`config.mk`:
```
export PLATFORM = sky130hd
export DESIGN_NAME = tracklet_hit_run_selector_top_flat
export DESIGN_NICKNAME = d
export VERILOG_FILES = /design/src/hw/rtl/thrs_pkg.sv /design/src/hw/rtl/thrs_ifs.sv /design/src/hw/rtl/thrs_datapath.sv /design/src/hw/rtl/thrs_ctrl.sv /design/src/hw/rtl/tracklet_hit_run_selector_top.sv /design/src/flat_wrapper.sv
export SDC_FILE = /design/constraint.sdc
export NUM_CORES = 2
export LEC_CHECK = 0
export BUFFER_PORTS_ARGS = -buffer_cell sky130_fd_sc_hd__buf_2
export CORE_UTILIZATION = 60
export CTS_BUF_LIST = sky130_fd_sc_hd__clkbuf_4
export DETAILED_ROUTE_END_ITERATION = 12
export HOLD_SLACK_MARGIN = 0.02
export PLACE_DENSITY = 0.77
export SKIP_CTS_REPAIR_TIMING = 1
export SLEW_MARGIN = 0
export SYNTH_ARGS = -nofsm -noshare
export SYNTH_HDL_FRONTEND = slang
export SYNTH_SLANG_ARGS = --single-unit
```
`constraint.sdc`:
```
create_clock -name clk -period 12.8 [get_ports clk]
set_input_delay 1.28 -clock clk [delete_from_list [all_inputs] [get_ports clk]]
set_output_delay 1.28 -clock clk [all_outputs]
set_load 0.02 [all_outputs]
```
`src/hw/rtl/thrs_pkg.sv`:
```
// ----------------------------------------------------------------------------
// thrs_pkg: shared types and constants of the tracklet hit run selector
// Buffer depth, register codes, input word, and the command/status structs
// that join the controller and the datapath.
// ----------------------------------------------------------------------------
`default_nettype none

package thrs_pkg;

	// hit buffer depth and derived widths
	localparam int MAX_TRACK_HITS = 64;
	localparam int IDX_W          = $clog2(MAX_TRACK_HITS);
	localparam int CNT_W          = $clog2(MAX_TRACK_HITS + 1);

	// configuration register codes
	localparam int CFG_IDX_W = 2;
	localparam int CFG_DATA_W = 16;
	localparam logic [CFG_IDX_W-1:0] CFG_MIN_HITS    = 2'd0;
	localparam logic [CFG_IDX_W-1:0] CFG_MAX_ROW_GAP = 2'd1;
	localparam logic [CFG_IDX_W-1:0] CFG_MAX_TRACKS  = 2'd2;

	// register reset values
	localparam logic [7:0]  MIN_HITS_RST    = 8'd10;
	localparam logic [3:0]  MAX_ROW_GAP_RST = 4'd4;
	localparam logic [15:0] MAX_TRACKS_RST  = 16'd4096;

	// saturation limits of the run counters
	localparam logic [7:0] COUNT_SAT = 8'd255;
	localparam logic [4:0] GAP_SAT   = 5'd31;

	typedef struct packed {
		logic [7:0]  row_index;
		logic        first_row_flag;
		logic [7:0]  last_row_number;
		logic        hit_present;
		logic [15:0] hit_id;
		logic [31:0] hit_weight;
		logic [31:0] tracklet_weight;
	} in_word_t;

	// controller to datapath
	typedef struct packed {
		logic capture;   // latch the accepted input word
		logic eval;      // apply the row to the run state
		logic rd_en;     // read the next buffered hit
		logic load;      // load the output register
	} cmd_t;

	// datapath to controller
	typedef struct packed {
		logic emit;      // row closed a run that becomes a track
		logic ovf;       // row closed a run past the track limit
		logic last;      // the word being loaded ends the track
	} stat_t;

endpackage

`default_nettype wire

```
`src/hw/rtl/thrs_ifs.sv`:
```
// ----------------------------------------------------------------------------
// thrs_ifs: valid/ready channels of the tracklet hit run selector
// Row channel into the block and hit result channel out of it.
// ----------------------------------------------------------------------------
`default_nettype none

interface thrs_in_if;
	logic        valid;
	logic        ready;
	logic [7:0]  row_index;
	logic        first_row_flag;
	logic [7:0]  last_row_number;
	logic        hit_present;
	logic [15:0] hit_id;
	logic [31:0] hit_weight;
	logic [31:0] tracklet_weight;

	modport source (
		output valid, row_index, first_row_flag, last_row_number, hit_present,
		       hit_id, hit_weight, tracklet_weight,
		input  ready
	);
	modport sink (
		input  valid, row_index, first_row_flag, last_row_number, hit_present,
		       hit_id, hit_weight, tracklet_weight,
		output ready
	);
endinterface

interface thrs_out_if;
	logic        valid;
	logic        ready;
	logic [15:0] track_number;
	logic [23:0] first_hit_index;
	logic [7:0]  hit_count;
	logic [7:0]  out_row;
	logic [15:0] out_hit_id;
	logic        last_of_track;
	logic        truncated;
	logic        overflow_error;

	modport source (
		output valid, track_number, first_hit_index, hit_count, out_row,
		       out_hit_id, last_of_track, truncated, overflow_error,
		input  ready
	);
	modport sink (
		input  valid, track_number, first_hit_index, hit_count, out_row,
		       out_hit_id, last_of_track, truncated, overflow_error,
		output ready
	);
endinterface

`default_nettype wire

```
`src/hw/rtl/thrs_datapath.sv`:
```
// ----------------------------------------------------------------------------
// thrs_datapath: run state, hit buffer and output register
// Applies one row to the run counters, stores kept hits, and walks the
// buffer into the output register on command of the controller.
// ----------------------------------------------------------------------------
`default_nettype none

module thrs_datapath (
	input  wire logic                                clk,
	input  wire logic                                arst_n,
	input  wire thrs_pkg::in_word_t                  in_word,
	input  wire logic                                cfg_we,
	input  wire logic [thrs_pkg::CFG_IDX_W-1:0]      cfg_index,
	input  wire logic [thrs_pkg::CFG_DATA_W-1:0]     cfg_data,
	input  wire thrs_pkg::cmd_t                      cmd,
	output thrs_pkg::stat_t                          stat,
	output logic [15:0]                              track_number,
	output logic [23:0]                              first_hit_index,
	output logic [7:0]                               hit_count,
	output logic [7:0]                               out_row,
	output logic [15:0]                              out_hit_id,
	output logic                                     last_of_track,
	output logic                                     truncated,
	output logic                                     overflow_error
);

	// configuration
	logic [7:0]  min_hits_q;
	logic [3:0]  max_row_gap_q;
	logic [15:0] max_tracks_q;

	// run state
	logic [7:0]  kept_q;
	logic [7:0]  shared_q;
	logic [4:0]  gap_q;
	logic        aband_q;
	logic        over_q;
	logic [15:0] tracks_q;
	logic [23:0] hits_wr_q;

	// captured row and latched track description
	thrs_pkg::in_word_t              row_q;
	logic [15:0]                     num_q;
	logic [23:0]                     base_q;
	logic [thrs_pkg::CNT_W-1:0]      cnt_q;
	logic                            trunc_q;
	logic                            ovf_q;
	logic [thrs_pkg::IDX_W-1:0]      k_q;

	// hit buffer and its read register
	logic [7:0]  mem_row [thrs_pkg::MAX_TRACK_HITS];
	logic [15:0] mem_id  [thrs_pkg::MAX_TRACK_HITS];
	logic [7:0]  rd_row_q;
	logic [15:0] rd_id_q;

	// row evaluation
	logic [7:0]  kept_eff, shared_eff, kept_new, shared_new, row_diff;
	logic [4:0]  gap_eff, gap_inc, gap_new;
	logic        over_eff, over_new, skip, early, own, share_ok, keep, wr_en;
	logic        close, qualify, ovf;
	logic [9:0]  reach;
	logic [11:0] shared_x10;
	logic [thrs_pkg::CNT_W-1:0] cnt;

	always_comb begin
		// a first row restarts the run before it is handled
		kept_eff   = row_q.first_row_flag ? '0 : kept_q;
		shared_eff = row_q.first_row_flag ? '0 : shared_q;
		gap_eff    = row_q.first_row_flag ? '0 : gap_q;
		over_eff   = row_q.first_row_flag ? 1'b0 : over_q;
		skip       = !row_q.first_row_flag && aband_q;

		// early stop: the row lies past the last row, or the run can no longer reach min_hits
		row_diff = row_q.last_row_number - row_q.row_index;
		reach    = 10'(row_diff) + 10'(kept_eff);
		early    = (row_q.row_index > row_q.last_row_number) ||
		           (reach < 10'(min_hits_q));

		gap_inc    = (gap_eff < thrs_pkg::GAP_SAT) ? gap_eff + 5'd1 : gap_eff;
		own        = row_q.hit_weight <= row_q.tracklet_weight;
		shared_x10 = ({4'b0, shared_eff} << 3) + ({4'b0, shared_eff} << 1);
		share_ok   = shared_x10 < 12'(kept_eff);
		keep       = row_q.hit_present && (own || share_ok);
		gap_new    = keep ? '0 : gap_inc;
		wr_en      = keep && (kept_eff < 8'(thrs_pkg::MAX_TRACK_HITS));
		over_new   = over_eff || (keep && !wr_en);
		kept_new   = (keep && kept_eff < thrs_pkg::COUNT_SAT) ? kept_eff + 8'd1 : kept_eff;
		shared_new = (keep && !own && shared_eff < thrs_pkg::COUNT_SAT) ?
		             shared_eff + 8'd1 : shared_eff;

		// run close and track qualification
		close   = (gap_new > {1'b0, max_row_gap_q}) ||
		          (row_q.row_index == row_q.last_row_number);
		qualify = !skip && !early && close && (kept_new >= min_hits_q);
		ovf     = qualify && (tracks_q >= max_tracks_q);
		cnt     = (kept_new < 8'(thrs_pkg::MAX_TRACK_HITS)) ?
		          thrs_pkg::CNT_W'(kept_new) : thrs_pkg::CNT_W'(thrs_pkg::MAX_TRACK_HITS);
	end

	assign stat.emit = qualify && !ovf && (cnt != '0);
	assign stat.ovf  = ovf;
	assign stat.last = ovf_q || (thrs_pkg::CNT_W'(k_q) == cnt_q - thrs_pkg::CNT_W'(1));

	// configuration writes
	always_ff @(posedge clk or negedge arst_n) begin
		if (!arst_n) begin
			min_hits_q    <= thrs_pkg::MIN_HITS_RST;
			max_row_gap_q <= thrs_pkg::MAX_ROW_GAP_RST;
			max_tracks_q  <= thrs_pkg::MAX_TRACKS_RST;
		end else if (cfg_we) begin
			unique case (cfg_index)
				thrs_pkg::CFG_MIN_HITS:    min_hits_q    <= cfg_data[7:0];
				thrs_pkg::CFG_MAX_ROW_GAP: max_row_gap_q <= cfg_data[3:0];
				thrs_pkg::CFG_MAX_TRACKS:  max_tracks_q  <= cfg_data;
				default: ;
			endcase
		end
	end

	// run state update
	always_ff @(posedge clk or negedge arst_n) begin
		if (!arst_n) begin
			kept_q    <= '0;
			shared_q  <= '0;
			gap_q     <= '0;
			aband_q   <= 1'b0;
			over_q    <= 1'b0;
			tracks_q  <= '0;
			hits_wr_q <= '0;
		end else if (cmd.eval && !skip) begin
			if (early) begin
				kept_q   <= kept_eff;
				shared_q <= shared_eff;
				gap_q    <= gap_eff;
				over_q   <= over_eff;
				aband_q  <= 1'b1;
			end else if (close) begin
				kept_q   <= '0;
				shared_q <= '0;
				gap_q    <= '0;
				over_q   <= 1'b0;
				aband_q  <= ovf;
				if (qualify) begin
					tracks_q <= ovf ? '0 : tracks_q + 16'd1;
				end
				if (stat.emit) begin
					hits_wr_q <= hits_wr_q + 24'(cnt);
				end
			end else begin
				kept_q   <= kept_new;
				shared_q <= shared_new;
				gap_q    <= gap_new;
				over_q   <= over_new;
				aband_q  <= 1'b0;
			end
		end
	end

	// capture the row and latch the track description
	always_ff @(posedge clk) begin
		if (cmd.capture) begin
			row_q <= in_word;
		end
		if (cmd.eval) begin
			num_q   <= tracks_q;
			base_q  <= hits_wr_q;
			cnt_q   <= cnt;
			trunc_q <= over_new;
			ovf_q   <= ovf;
			k_q     <= '0;
		end else if (cmd.load) begin
			k_q <= k_q + thrs_pkg::IDX_W'(1);
		end
	end

	// hit buffer: write kept hits, read one entry per emitted word
	always_ff @(posedge clk) begin
		if (cmd.eval && !skip && !early && wr_en) begin
			mem_row[kept_eff[thrs_pkg::IDX_W-1:0]] <= row_q.row_index;
			mem_id[kept_eff[thrs_pkg::IDX_W-1:0]]  <= row_q.hit_id;
		end
		if (cmd.rd_en) begin
			rd_row_q <= mem_row[k_q];
			rd_id_q  <= mem_id[k_q];
		end
	end

	// output register
	always_ff @(posedge clk) begin
		if (cmd.load) begin
			if (ovf_q) begin
				track_number    <= '0;
				first_hit_index <= '0;
				hit_count       <= '0;
				out_row         <= '0;
				out_hit_id      <= '0;
				last_of_track   <= 1'b0;
				truncated       <= 1'b0;
				overflow_error  <= 1'b1;
			end else begin
				track_number    <= num_q;
				first_hit_index <= base_q;
				hit_count       <= 8'(cnt_q);
				out_row         <= rd_row_q;
				out_hit_id      <= rd_id_q;
				last_of_track   <= stat.last;
				truncated       <= trunc_q;
				overflow_error  <= 1'b0;
			end
		end
	end

endmodule

`default_nettype wire

```
`src/hw/rtl/thrs_ctrl.sv`:
```
// ----------------------------------------------------------------------------
// thrs_ctrl: sequencer of the tracklet hit run selector
// Accepts a row, has it evaluated, then walks the buffered hits of a
// finished track into the output register while holding off new rows.
// ----------------------------------------------------------------------------
`default_nettype none

module thrs_ctrl (
	input  wire logic            clk,
	input  wire logic            arst_n,
	input  wire logic            in_valid,
	output logic                 in_ready,
	input  wire logic            out_ready,
	output logic                 out_valid,
	output thrs_pkg::cmd_t       cmd,
	input  wire thrs_pkg::stat_t stat
);

	typedef enum logic [1:0] {
		S_IDLE,
		S_EVAL,
		S_RD,
		S_LOAD
	} state_t;

	state_t state_q;
	logic   out_valid_q;
	logic   load;

	// load when the output register is empty or drains this cycle
	assign load = (state_q == S_LOAD) && (!out_valid_q || out_ready);

	assign in_ready    = (state_q == S_IDLE);
	assign out_valid   = out_valid_q;
	assign cmd.capture = in_valid && (state_q == S_IDLE);
	assign cmd.eval    = (state_q == S_EVAL);
	assign cmd.rd_en   = (state_q == S_RD);
	assign cmd.load    = load;

	always_ff @(posedge clk or negedge arst_n) begin
		if (!arst_n) begin
			state_q     <= S_IDLE;
			out_valid_q <= 1'b0;
		end else begin
			// hold the result word until taken
			if (load) begin
				out_valid_q <= 1'b1;
			end else if (out_ready) begin
				out_valid_q <= 1'b0;
			end

			unique case (state_q)
				S_IDLE: begin
					if (in_valid) state_q <= S_EVAL;
				end
				S_EVAL: begin
					if (stat.ovf) state_q <= S_LOAD;
					else if (stat.emit) state_q <= S_RD;
					else state_q <= S_IDLE;
				end
				S_RD: begin
					state_q <= S_LOAD;
				end
				S_LOAD: begin
					if (load) state_q <= stat.last ? S_IDLE : S_RD;
				end
				default: state_q <= S_IDLE;
			endcase
		end
	end

endmodule

`default_nettype wire

```
`src/hw/rtl/tracklet_hit_run_selector_top.sv`:
```
// ----------------------------------------------------------------------------
// tracklet_hit_run_selector_top: hit selection and track cutting
// Rows of a tracklet come in on in_ch, one word per row, first to last.
// Kept hits gather in a 64-entry buffer; a closed run that qualifies is sent
// on out_ch as one word per buffered hit, or one overflow word at the limit.
//
// Channels: in_ch and out_ch are valid/ready; a word moves when both are
// high at a rising edge. Registers are written on cfg_we with cfg_index and
// cfg_data (min_hits, max_row_gap, max_tracks). The user must write them
// only while the block is idle; the block itself does not enforce this.
// Rows: a row is taken only while the sequencer is idle, then evaluated in
// its single evaluate step. A row that closes a track of n hits holds in_ch
// for one buffer read and one output load per hit on the single read port
// of the hit buffer; the first word is valid after the read and load steps.
// Stall: the output register holds a word until taken; while out_ch stalls
// the walk waits and no new row is accepted. Between tracks rows are taken
// even while the last word still waits.
// Reset: arst_n clears the run, the track and hit counters and the
// registers to 10, 4 and 4096. The buffer needs no clearing pass.
// ----------------------------------------------------------------------------
`default_nettype none

module tracklet_hit_run_selector_top (
	input  wire logic                              clk,
	input  wire logic                              arst_n,
	thrs_in_if.sink                                in_ch,
	thrs_out_if.source                             out_ch,
	input  wire logic                              cfg_we,
	input  wire logic [thrs_pkg::CFG_IDX_W-1:0]    cfg_index,
	input  wire logic [thrs_pkg::CFG_DATA_W-1:0]   cfg_data
);

	thrs_pkg::in_word_t in_word;
	thrs_pkg::cmd_t     cmd;
	thrs_pkg::stat_t    stat;

	// gather the row word
	assign in_word.row_index       = in_ch.row_index;
	assign in_word.first_row_flag  = in_ch.first_row_flag;
	assign in_word.last_row_number = in_ch.last_row_number;
	assign in_word.hit_present     = in_ch.hit_present;
	assign in_word.hit_id          = in_ch.hit_id;
	assign in_word.hit_weight      = in_ch.hit_weight;
	assign in_word.tracklet_weight = in_ch.tracklet_weight;

	thrs_ctrl u_ctrl (
		.clk       (clk),
		.arst_n    (arst_n),
		.in_valid  (in_ch.valid),
		.in_ready  (in_ch.ready),
		.out_ready (out_ch.ready),
		.out_valid (out_ch.valid),
		.cmd       (cmd),
		.stat      (stat)
	);

	thrs_datapath u_datapath (
		.clk             (clk),
		.arst_n          (arst_n),
		.in_word         (in_word),
		.cfg_we          (cfg_we),
		.cfg_index       (cfg_index),
		.cfg_data        (cfg_data),
		.cmd             (cmd),
		.stat            (stat),
		.track_number    (out_ch.track_number),
		.first_hit_index (out_ch.first_hit_index),
		.hit_count       (out_ch.hit_count),
		.out_row         (out_ch.out_row),
		.out_hit_id      (out_ch.out_hit_id),
		.last_of_track   (out_ch.last_of_track),
		.truncated       (out_ch.truncated),
		.overflow_error  (out_ch.overflow_error)
	);

endmodule

`default_nettype wire

```
`src/flat_wrapper.sv`:
```
// flat-port wrapper written by rule: the top's interface ports become plain ports
module tracklet_hit_run_selector_top_flat 
  (clk, arst_n, cfg_we, cfg_index, cfg_data, in_ch_valid, in_ch_row_index, in_ch_first_row_flag, in_ch_last_row_number, in_ch_hit_present, in_ch_hit_id, in_ch_hit_weight, in_ch_tracklet_weight, in_ch_ready, out_ch_valid, out_ch_track_number, out_ch_first_hit_index, out_ch_hit_count, out_ch_out_row, out_ch_out_hit_id, out_ch_last_of_track, out_ch_truncated, out_ch_overflow_error, out_ch_ready);
  thrs_in_if in_ch_i ();
  thrs_out_if out_ch_i ();
  input  wire logic clk;
  input  wire logic arst_n;
  input  wire logic cfg_we;
  input  wire logic [thrs_pkg::CFG_IDX_W-1:0] cfg_index;
  input  wire logic [thrs_pkg::CFG_DATA_W-1:0] cfg_data;
  input wire logic [$bits(in_ch_i.valid)-1:0] in_ch_valid;
  input wire logic [$bits(in_ch_i.row_index)-1:0] in_ch_row_index;
  input wire logic [$bits(in_ch_i.first_row_flag)-1:0] in_ch_first_row_flag;
  input wire logic [$bits(in_ch_i.last_row_number)-1:0] in_ch_last_row_number;
  input wire logic [$bits(in_ch_i.hit_present)-1:0] in_ch_hit_present;
  input wire logic [$bits(in_ch_i.hit_id)-1:0] in_ch_hit_id;
  input wire logic [$bits(in_ch_i.hit_weight)-1:0] in_ch_hit_weight;
  input wire logic [$bits(in_ch_i.tracklet_weight)-1:0] in_ch_tracklet_weight;
  output wire logic [$bits(in_ch_i.ready)-1:0] in_ch_ready;
  output wire logic [$bits(out_ch_i.valid)-1:0] out_ch_valid;
  output wire logic [$bits(out_ch_i.track_number)-1:0] out_ch_track_number;
  output wire logic [$bits(out_ch_i.first_hit_index)-1:0] out_ch_first_hit_index;
  output wire logic [$bits(out_ch_i.hit_count)-1:0] out_ch_hit_count;
  output wire logic [$bits(out_ch_i.out_row)-1:0] out_ch_out_row;
  output wire logic [$bits(out_ch_i.out_hit_id)-1:0] out_ch_out_hit_id;
  output wire logic [$bits(out_ch_i.last_of_track)-1:0] out_ch_last_of_track;
  output wire logic [$bits(out_ch_i.truncated)-1:0] out_ch_truncated;
  output wire logic [$bits(out_ch_i.overflow_error)-1:0] out_ch_overflow_error;
  input wire logic [$bits(out_ch_i.ready)-1:0] out_ch_ready;
  assign in_ch_i.valid = in_ch_valid;
  assign in_ch_i.row_index = in_ch_row_index;
  assign in_ch_i.first_row_flag = in_ch_first_row_flag;
  assign in_ch_i.last_row_number = in_ch_last_row_number;
  assign in_ch_i.hit_present = in_ch_hit_present;
  assign in_ch_i.hit_id = in_ch_hit_id;
  assign in_ch_i.hit_weight = in_ch_hit_weight;
  assign in_ch_i.tracklet_weight = in_ch_tracklet_weight;
  assign in_ch_ready = in_ch_i.ready;
  assign out_ch_valid = out_ch_i.valid;
  assign out_ch_track_number = out_ch_i.track_number;
  assign out_ch_first_hit_index = out_ch_i.first_hit_index;
  assign out_ch_hit_count = out_ch_i.hit_count;
  assign out_ch_out_row = out_ch_i.out_row;
  assign out_ch_out_hit_id = out_ch_i.out_hit_id;
  assign out_ch_last_of_track = out_ch_i.last_of_track;
  assign out_ch_truncated = out_ch_i.truncated;
  assign out_ch_overflow_error = out_ch_i.overflow_error;
  assign out_ch_i.ready = out_ch_ready;
  tracklet_hit_run_selector_top u_core (.clk(clk), .arst_n(arst_n), .in_ch(in_ch_i), .out_ch(out_ch_i), .cfg_we(cfg_we), .cfg_index(cfg_index), .cfg_data(cfg_data));
endmodule
```
Word level (Yosys, flattened, before mapping)
Memory sizes are Yosys's and may differ from the RTL's. A register that Yosys moved wholly into a read port is not among the register bits.
Cells that the tools add are included.
{"block": "classes", "add_sub_neg": 10, "magnitude_cmp": 12, "n_eq_ne": 9, "mux": 31, "n_bitwise": 1, "reduce_logical": 41}
{"op": "two-way mux 8 bit", "count": 8}
{"op": "<= comparator 32 bit", "count": 1}
{"op": "two-way mux 5 bit", "count": 5}
{"op": "adder 24 x 7 -> 24 bit", "count": 1}
{"op": "logical AND 1 bit", "count": 18}
{"op": "adder 16 x 1 -> 16 bit, second input constant", "count": 1}
{"op": "adder 8 x 1 -> 8 bit, second input constant", "count": 2}
{"op": "greater-or-equal comparator 16 bit", "count": 1}
{"op": "less-than comparator 8 x 7 -> 1 bit, second input constant", "count": 2}
{"op": "less-than comparator 8 bit, second input constant", "count": 2}
{"op": "two-way mux 16 bit", "count": 1}
{"op": "adder 11 x 9 -> 12 bit", "count": 1}
{"op": "less-than comparator 12 x 8 -> 1 bit", "count": 1}
{"op": "two-way mux 1 bit", "count": 10}
{"op": "two-way mux 2 bit", "count": 5}
{"op": "adder 8 x 8 -> 9 bit", "count": 1}
{"op": "less-than comparator 9 x 8 -> 1 bit", "count": 1}
{"op": "== test 8 bit", "count": 1}
{"op": "greater-or-equal comparator 8 bit", "count": 1}
{"op": "greater-than comparator 8 bit", "count": 1}
{"op": "one-hot mux 2 bit (4 select lines)", "count": 1}
{"op": "AND reduction 2 bit", "count": 4}
{"op": "AND reduction 4 bit", "count": 2}
{"op": "subtractor 8 bit", "count": 1}
{"op": "16 further kinds", "count": 32}
{"block": "totals", "regBits": 322, "ramBits": 1536, "mem_count": 2}
{"name": "u_core.u_datapath.mem_id", "words": 64, "word_bits": 16, "read_ports": 1, "rd_ports_with_merged_regs": 1, "wr": 1, "line": "thrs_datapath.sv:52", "rtl": "logic [15:0] mem_id [thrs_pkg::MAX_TRACK_HITS];"}
{"name": "u_core.u_datapath.mem_row", "words": 64, "word_bits": 8, "read_ports": 1, "rd_ports_with_merged_regs": 1, "wr": 1, "line": "thrs_datapath.sv:51", "rtl": "logic [7:0] mem_row [thrs_pkg::MAX_TRACK_HITS];"}

Logic depth before layout (Yosys ltp)
{"block": "logic_depth", "word_depth": 17, "depth_mapped": 32}

Cells and area by module
From an unflattened synthesis, not the netlist that was laid out.
{"block": "unflattened", "hier_cells": 3510, "area_unflattened_um2": 74246.2}
{"mod": "thrs_datapath", "instances": 1, "cells_each": 3492, "area_each_um2": 74074.8, "seq_area_each_um2": 55883.6}
{"mod": "thrs_ctrl", "instances": 1, "cells_each": 18, "area_each_um2": 171.4, "seq_area_each_um2": 75.1}

Least setup slack after synthesis
Ideal clock, no wire load.
{"block": "synth_path", "kind": "reg-to-reg", "from": "register u_core.u_datapath.row_q[89] (netlist bit)", "to": "register u_core.u_datapath.hits_wr_q[23]", "t_arrival_ps": 6290, "t_required_ps": 12675, "path_slack_ps": 6385, "stages_incl_launch_ff": 31, "path_buffers": 4, "cell_sequence": "edfxtp_1 clkbuf_1 clkbuf_1 clkbuf_1 buf_1 nor2b_1 ha_1 ha_1 a21oi_1 o31ai_1 a21oi_1 ha_1 a21o_1 a21o_1 a221oi_1 o311ai_1 o22ai_4 nand3_1 mux2i_1 inv_1 nor2_1 ha_1 a21o_1 a21oi_1 o21bai_1 a21oi_1 o21bai_1 a21oi_1 or4b_2 nor2_1 xor2_1"}
{"block": "synth_via", "elab_cells_between_ends": 39}
{"element": "start: declaration", "line": "thrs_datapath.sv:42", "rtl": "thrs_pkg::in_word_t row_q;"}
{"element": "start signal: assignment", "line": "thrs_datapath.sv:162", "rtl": "row_q <= in_word;"}
{"element": "two-way mux 8 bit", "line": "thrs_datapath.sv:68", "rtl": "shared_eff = row_q.first_row_flag ? '0 : shared_q;"}
{"element": "adder 11 x 9 -> 12 bit", "line": "thrs_datapath.sv:81", "rtl": "shared_x10 = ({4'b0, shared_eff} << 3) + ({4'b0, shared_eff} << 1);"}
{"element": "less-than comparator 12 x 8 -> 1 bit", "line": "thrs_datapath.sv:82", "rtl": "share_ok = shared_x10 < 12'(kept_eff);"}
{"element": "logical OR 1 bit", "line": "thrs_datapath.sv:83", "rtl": "keep = row_q.hit_present && (own || share_ok);"}
{"element": "logical AND 1 bit", "line": "thrs_datapath.sv:83"}
{"element": "logical AND 1 bit", "line": "thrs_datapath.sv:87", "rtl": "kept_new = (keep && kept_eff < thrs_pkg::COUNT_SAT) ? kept_eff + 8'd1 : kept_eff;"}
{"element": "two-way mux 8 bit *", "line": "thrs_datapath.sv:87"}
{"element": "less-than comparator 8 x 7 -> 1 bit", "line": "thrs_datapath.sv:96", "rtl": "cnt = (kept_new < 8'(thrs_pkg::MAX_TRACK_HITS)) ?"}
{"element": "two-way mux 7 bit *", "line": "thrs_datapath.sv:96"}
{"element": "via u_core.u_datapath.cnt, one bit", "line": "thrs_datapath.sv:63", "rtl": "logic [thrs_pkg::CNT_W-1:0] cnt;"}
{"element": "branches (longest 3 deep; another with adder 24 x 7 -> 24 bit)"}
{"element": "end signal: assignment", "line": "thrs_datapath.sv:147", "rtl": "hits_wr_q <= hits_wr_q + 24'(cnt);"}
{"element": "end: declaration", "line": "thrs_datapath.sv:39", "rtl": "logic [23:0] hits_wr_q;"}
Mark *: on every way through the listed nets, which the timed path passes.
A chain may end at the register's enable or synchronous reset.

Worst setup path after layout
{"block": "layout_path", "from": "register u_core.u_datapath.row_q[90] (netlist bit)", "to": "memory u_core.u_datapath.mem_id[50][12] (enable)"}
{"block": "layout_via", "elab_chain_len": 9, "elab_cells_between_ends": 10}
{"element": "subtractor 8 bit", "line": "thrs_datapath.sv:74", "rtl": "row_diff = row_q.last_row_number - row_q.row_index;"}
{"element": "adder 8 x 8 -> 9 bit", "line": "thrs_datapath.sv:75", "rtl": "reach = 10'(row_diff) + 10'(kept_eff);"}
{"element": "less-than comparator 9 x 8 -> 1 bit", "line": "thrs_datapath.sv:77", "rtl": "(reach < 10'(min_hits_q));"}
{"element": "logical OR 1 bit *", "line": "thrs_datapath.sv:76", "rtl": "early = (row_q.row_index > row_q.last_row_number) ||"}
{"element": "logical NOT 1 bit *", "line": "thrs_datapath.sv:178", "rtl": "if (cmd.eval && !skip && !early && wr_en) begin"}
{"element": "logical AND 1 bit * (2 in series)", "line": "thrs_datapath.sv:178"}
{"element": "two-way mux 1 bit *", "line": "thrs_datapath.sv:178"}
{"element": "two-way mux 1 bit (not written as such) *", "line": "thrs_datapath.sv:180", "rtl": "mem_id[kept_eff[thrs_pkg::IDX_W-1:0]] <= row_q.hit_id;"}
{"element": "end: declaration", "line": "thrs_datapath.sv:52"}
Every way passes the cells marked *; elsewhere a longest branch is shown, timed or not.

==> impl_metrics.ini <==
[critical_path]
crit_buf_inv = 4
cp.required_ps = 13750
worst-setup-path-type = reg2reg
cp-end-kind = register
cp_top_family = simple AND/OR/NAND/NOR gates
r2r_slack_ps = 5030
slowest_delay_ps = 970
path_max_fanout = 65
worstPathArrival_ps = 8710
worstPathCellList = buf_4 -> ha_1 -> inv_1 -> fa_1 -> ha_1 -> a21o_1 -> a21oi_1 -> o21bai_1 -> a21oi_1 -> o21bai_1 -> a21oi_1 -> xnor2_1 -> ha_1 -> nand2_1 -> inv_1 -> o2111ai_1 -> o21ai_0 -> o21ai_0 -> nor2_1 -> nand3b_1 -> nor3_1 -> nand2_1 -> nor2_2 -> buf_4
cp_slowest_cell = nor3_1
cp-start-kind = register

[finish]
finalInstanceArea_mm2 = 0.08344
fin_nets = 4362
final_cell_count_no_fill = 6120
drive_gt1_frac = 0.3594
areaGrowthSynthToFinish_pct = 12.41
n_fill_cell = 7567
post-route-util = 0.6828

[place]
dp.cells = 5296
gp_congestion = 0.8836
placed_area_mm2 = 0.07776
dp_hpwl_um = 100200
io_buffers = 196

[synth]
avgSynthCellArea_um2 = 21.08
synth_top_cell_area_share = 0.7205
synth_edf_count = 1781
synth_ff_type = edfxtp_1
syn_area_mm2 = 0.07423
synthTopCellsByArea = edfxtp_1 (72%), mux4_2 (15%), dfrtp_1 (3.0%)
async_flop_share = 0.04997
synthCells = 3521
synth_largest_area_cell = edfxtp_1
synth_nets = 3750
yosysWarnings = 0
synth_seq_cells = 1881
ys_seq_area_frac = 0.7539
yosysUniqueCellTypes = 69

[sta]
tns_ps = 0
slew_violations = 0
rsz0062_at_grt = no
skew_ps = 110.5
hold_viol_final = 0
relSlewSlack = 0.1682
post-route-period-util = 0.6068
tightest_slew_ps = 1248
setup_viol = 0
fin_crit_ps = 7767
max_freq_mhz = 128.8

[drt]
drcViolationCount = 0
vias = 38030
ant_nets = 0
routedWlPerCell_um = 28.25
viasPerCell = 6.215
first_pass_iters = 6
drt-initial-drc-count = 4500
routed_wl_um = 172900

[outcome]
status = finished clean

[floorplan]
initial_core_util = 0.6075
core_area_mm2 = 0.1222
die_h_um = 353.7
die_x_um = 353.7
rows = 128
ios = 198
dieArea_mm2 = 0.1251

[pwr]
p_leak_nw = 27.63
clkPwrFrac = 0.392
power.density_mw_per_mm2 = 144.3
switching_share = 0.2189
p_int_mw = 9.403
sequentialPowerShare = 0.569
switchingPower_mw = 2.635
fin_total_pwr_mw = 12.04
max-vdd-ir-drop_mv = 0.1061
comb_power_share = 0.039

[clocking]
cts_max_level = 5
root_buffer = clkbuf_4
clock_latency_ps = 1300
cts_sinks = 1881
clk_pin_slew_ps = 60
cts_buffer_depth = 4
cts_buffers = 459
cts_tree = yes

[flow_run]
drv_cap = 0

[hold_path]
hold_class = in2reg

[global_routing]
grtUsageTotal = 0.2797
antenna_found_initial = 6
grt_pass1_vias = 38390
grt_max_degree = 155
overflow = 0
grt_pass1_wl_um = 250400
[path summary, 6_finish.rpt]
check,depth (start not counted),endpoint,from
hold reg to reg,0,u_core.u_datapath.base_q[21]$_DFFE_PN_,u_core.u_datapath.hits_wr_q[21]$_DFFE_PN0P_
setup reg to reg,24,u_core.u_datapath.mem_id[50][12]$_DFFE_PP_,u_core.u_datapath.row_q[90]$_DFFE_PP_
hold / removal,1,u_core.u_datapath.row_q[23]$_DFFE_PP_,in_ch_tracklet_weight[23]
setup / recovery,24,u_core.u_datapath.mem_id[50][12]$_DFFE_PP_,u_core.u_datapath.row_q[90]$_DFFE_PP_
min in group asynchronous,2,u_core.u_datapath.shared_q[6]$_DFFE_PN0P_,arst_n
max in group asynchronous,3,u_core.u_datapath.hits_wr_q[12]$_DFFE_PN0P_,arst_n
[final cells by class]
cell class                 instances  area, µm²  share of cell area
inverter                         115      431.7            0.005173
tap                             1625       2033             0.02437
clock inverter                   138      591.8            0.007093
timing repair buffer             309       1884             0.02258
sequential                      1881      55970              0.6708
multi-input combinational       1367      17440              0.2090
clock buffer                     673       5052             0.06055
antenna                           12      30.03           0.0003599
[flip-flops by register name, summed over array words and instances, names as in the netlist, 24 cells and up]
register	count
u_core.u_datapath.row_q	98
u_core.u_datapath.first_hit_index	24
u_core.u_datapath.mem_row	512
u_core.u_datapath.base_q	24
u_core.u_datapath.mem_id	1024
u_core.u_datapath.hits_wr_q	24
[logic make-up after synthesis]
family          synth area share
other cells           0.00005052
mux                       0.1572
xor+xnor                0.008613
buf+inv                  0.01404
simple gates             0.03078
flops                     0.7539
fa+ha+maj                0.01866
compound gates           0.01677
[stage by stage]
stage / setup slack (ps) / hold WS [ps]
2_1_floorplan: 6385 / 437.2
3_3_place_gp: 5319 / 455.5
5_1_grt: 4587 / 28.71
6_report: 5033 / 150.9
3_5_place_dp: 5261 / 463.1
4_1_cts: 5188 / -203.6
[Yosys cell counts (all sizes together) (5+ instances only)]
master	count
nand3	29
ha	105
nor2	141
buf	52
nor3b	5
xor2	30
a21oi	58
a21o	11
o21ai	54
o21bai	8
nor4	13
mux2i	5
nor3	25
mux4	504
mux2	24
inv	115
dfrtp	90
dfxtp	6
xnor2	43
edfxtp	1781
nand2b	15
nand2	87
and2	8
a22o	12
and3	9
o21a	6
a2111oi	5
a211oi	7
nand4	17
or3	6
clkbuf	106
nor2b	84
nand3b	5
[power by group through the flow]
stage                     logic [mW]  clock network, mW  registers (mW)
after floorplan                0.255                  0            7.00
after global placement         0.453                  0            6.98
after detailed placement       0.464                  0            6.98
after CTS                      0.466               4.81            6.85
after global routing           0.511               5.11            6.85
final                          0.467               4.72            6.85
[layout by cell type (no fill, tap or decap), types with 7 or more instances in the layout]
cell	synthesis	routed
edfxtp_1	1781	1781
ha_1	105	105
nor3_1	25	25
clkbuf_4	0	673
mux4_2	504	504
nor2b_1	84	83
mux2_2	24	24
nand4_1	17	17
diode_2	0	12
o21bai_1	8	8
nand3_1	29	29
o21ai_0	52	52
a21oi_1	58	58
buf_2	5	195
nor2_1	141	76
clkinv_2	0	10
nand2b_1	15	15
and3_1	9	8
nor2_2	0	57
xor2_1	30	30
inv_1	115	115
nor4_1	13	13
xnor2_1	43	43
nor2_4	0	8
a211oi_1	7	7
dfrtp_1	90	90
a22o_1	12	12
clkinv_1	0	120
buf_4	1	109
nand2_1	86	86
a21o_1	11	11
[layer usage]
metal  up-vias  track usage  part of all wire
met5         -            0                 0
met4         0       0.1112             0.036
met3       361      0.06505              0.10
met2      2335       0.4461              0.49
met1     19340       0.3793              0.37
li1      16000            -                 -
No activity file was read; power rests on OpenSTA's default activity.
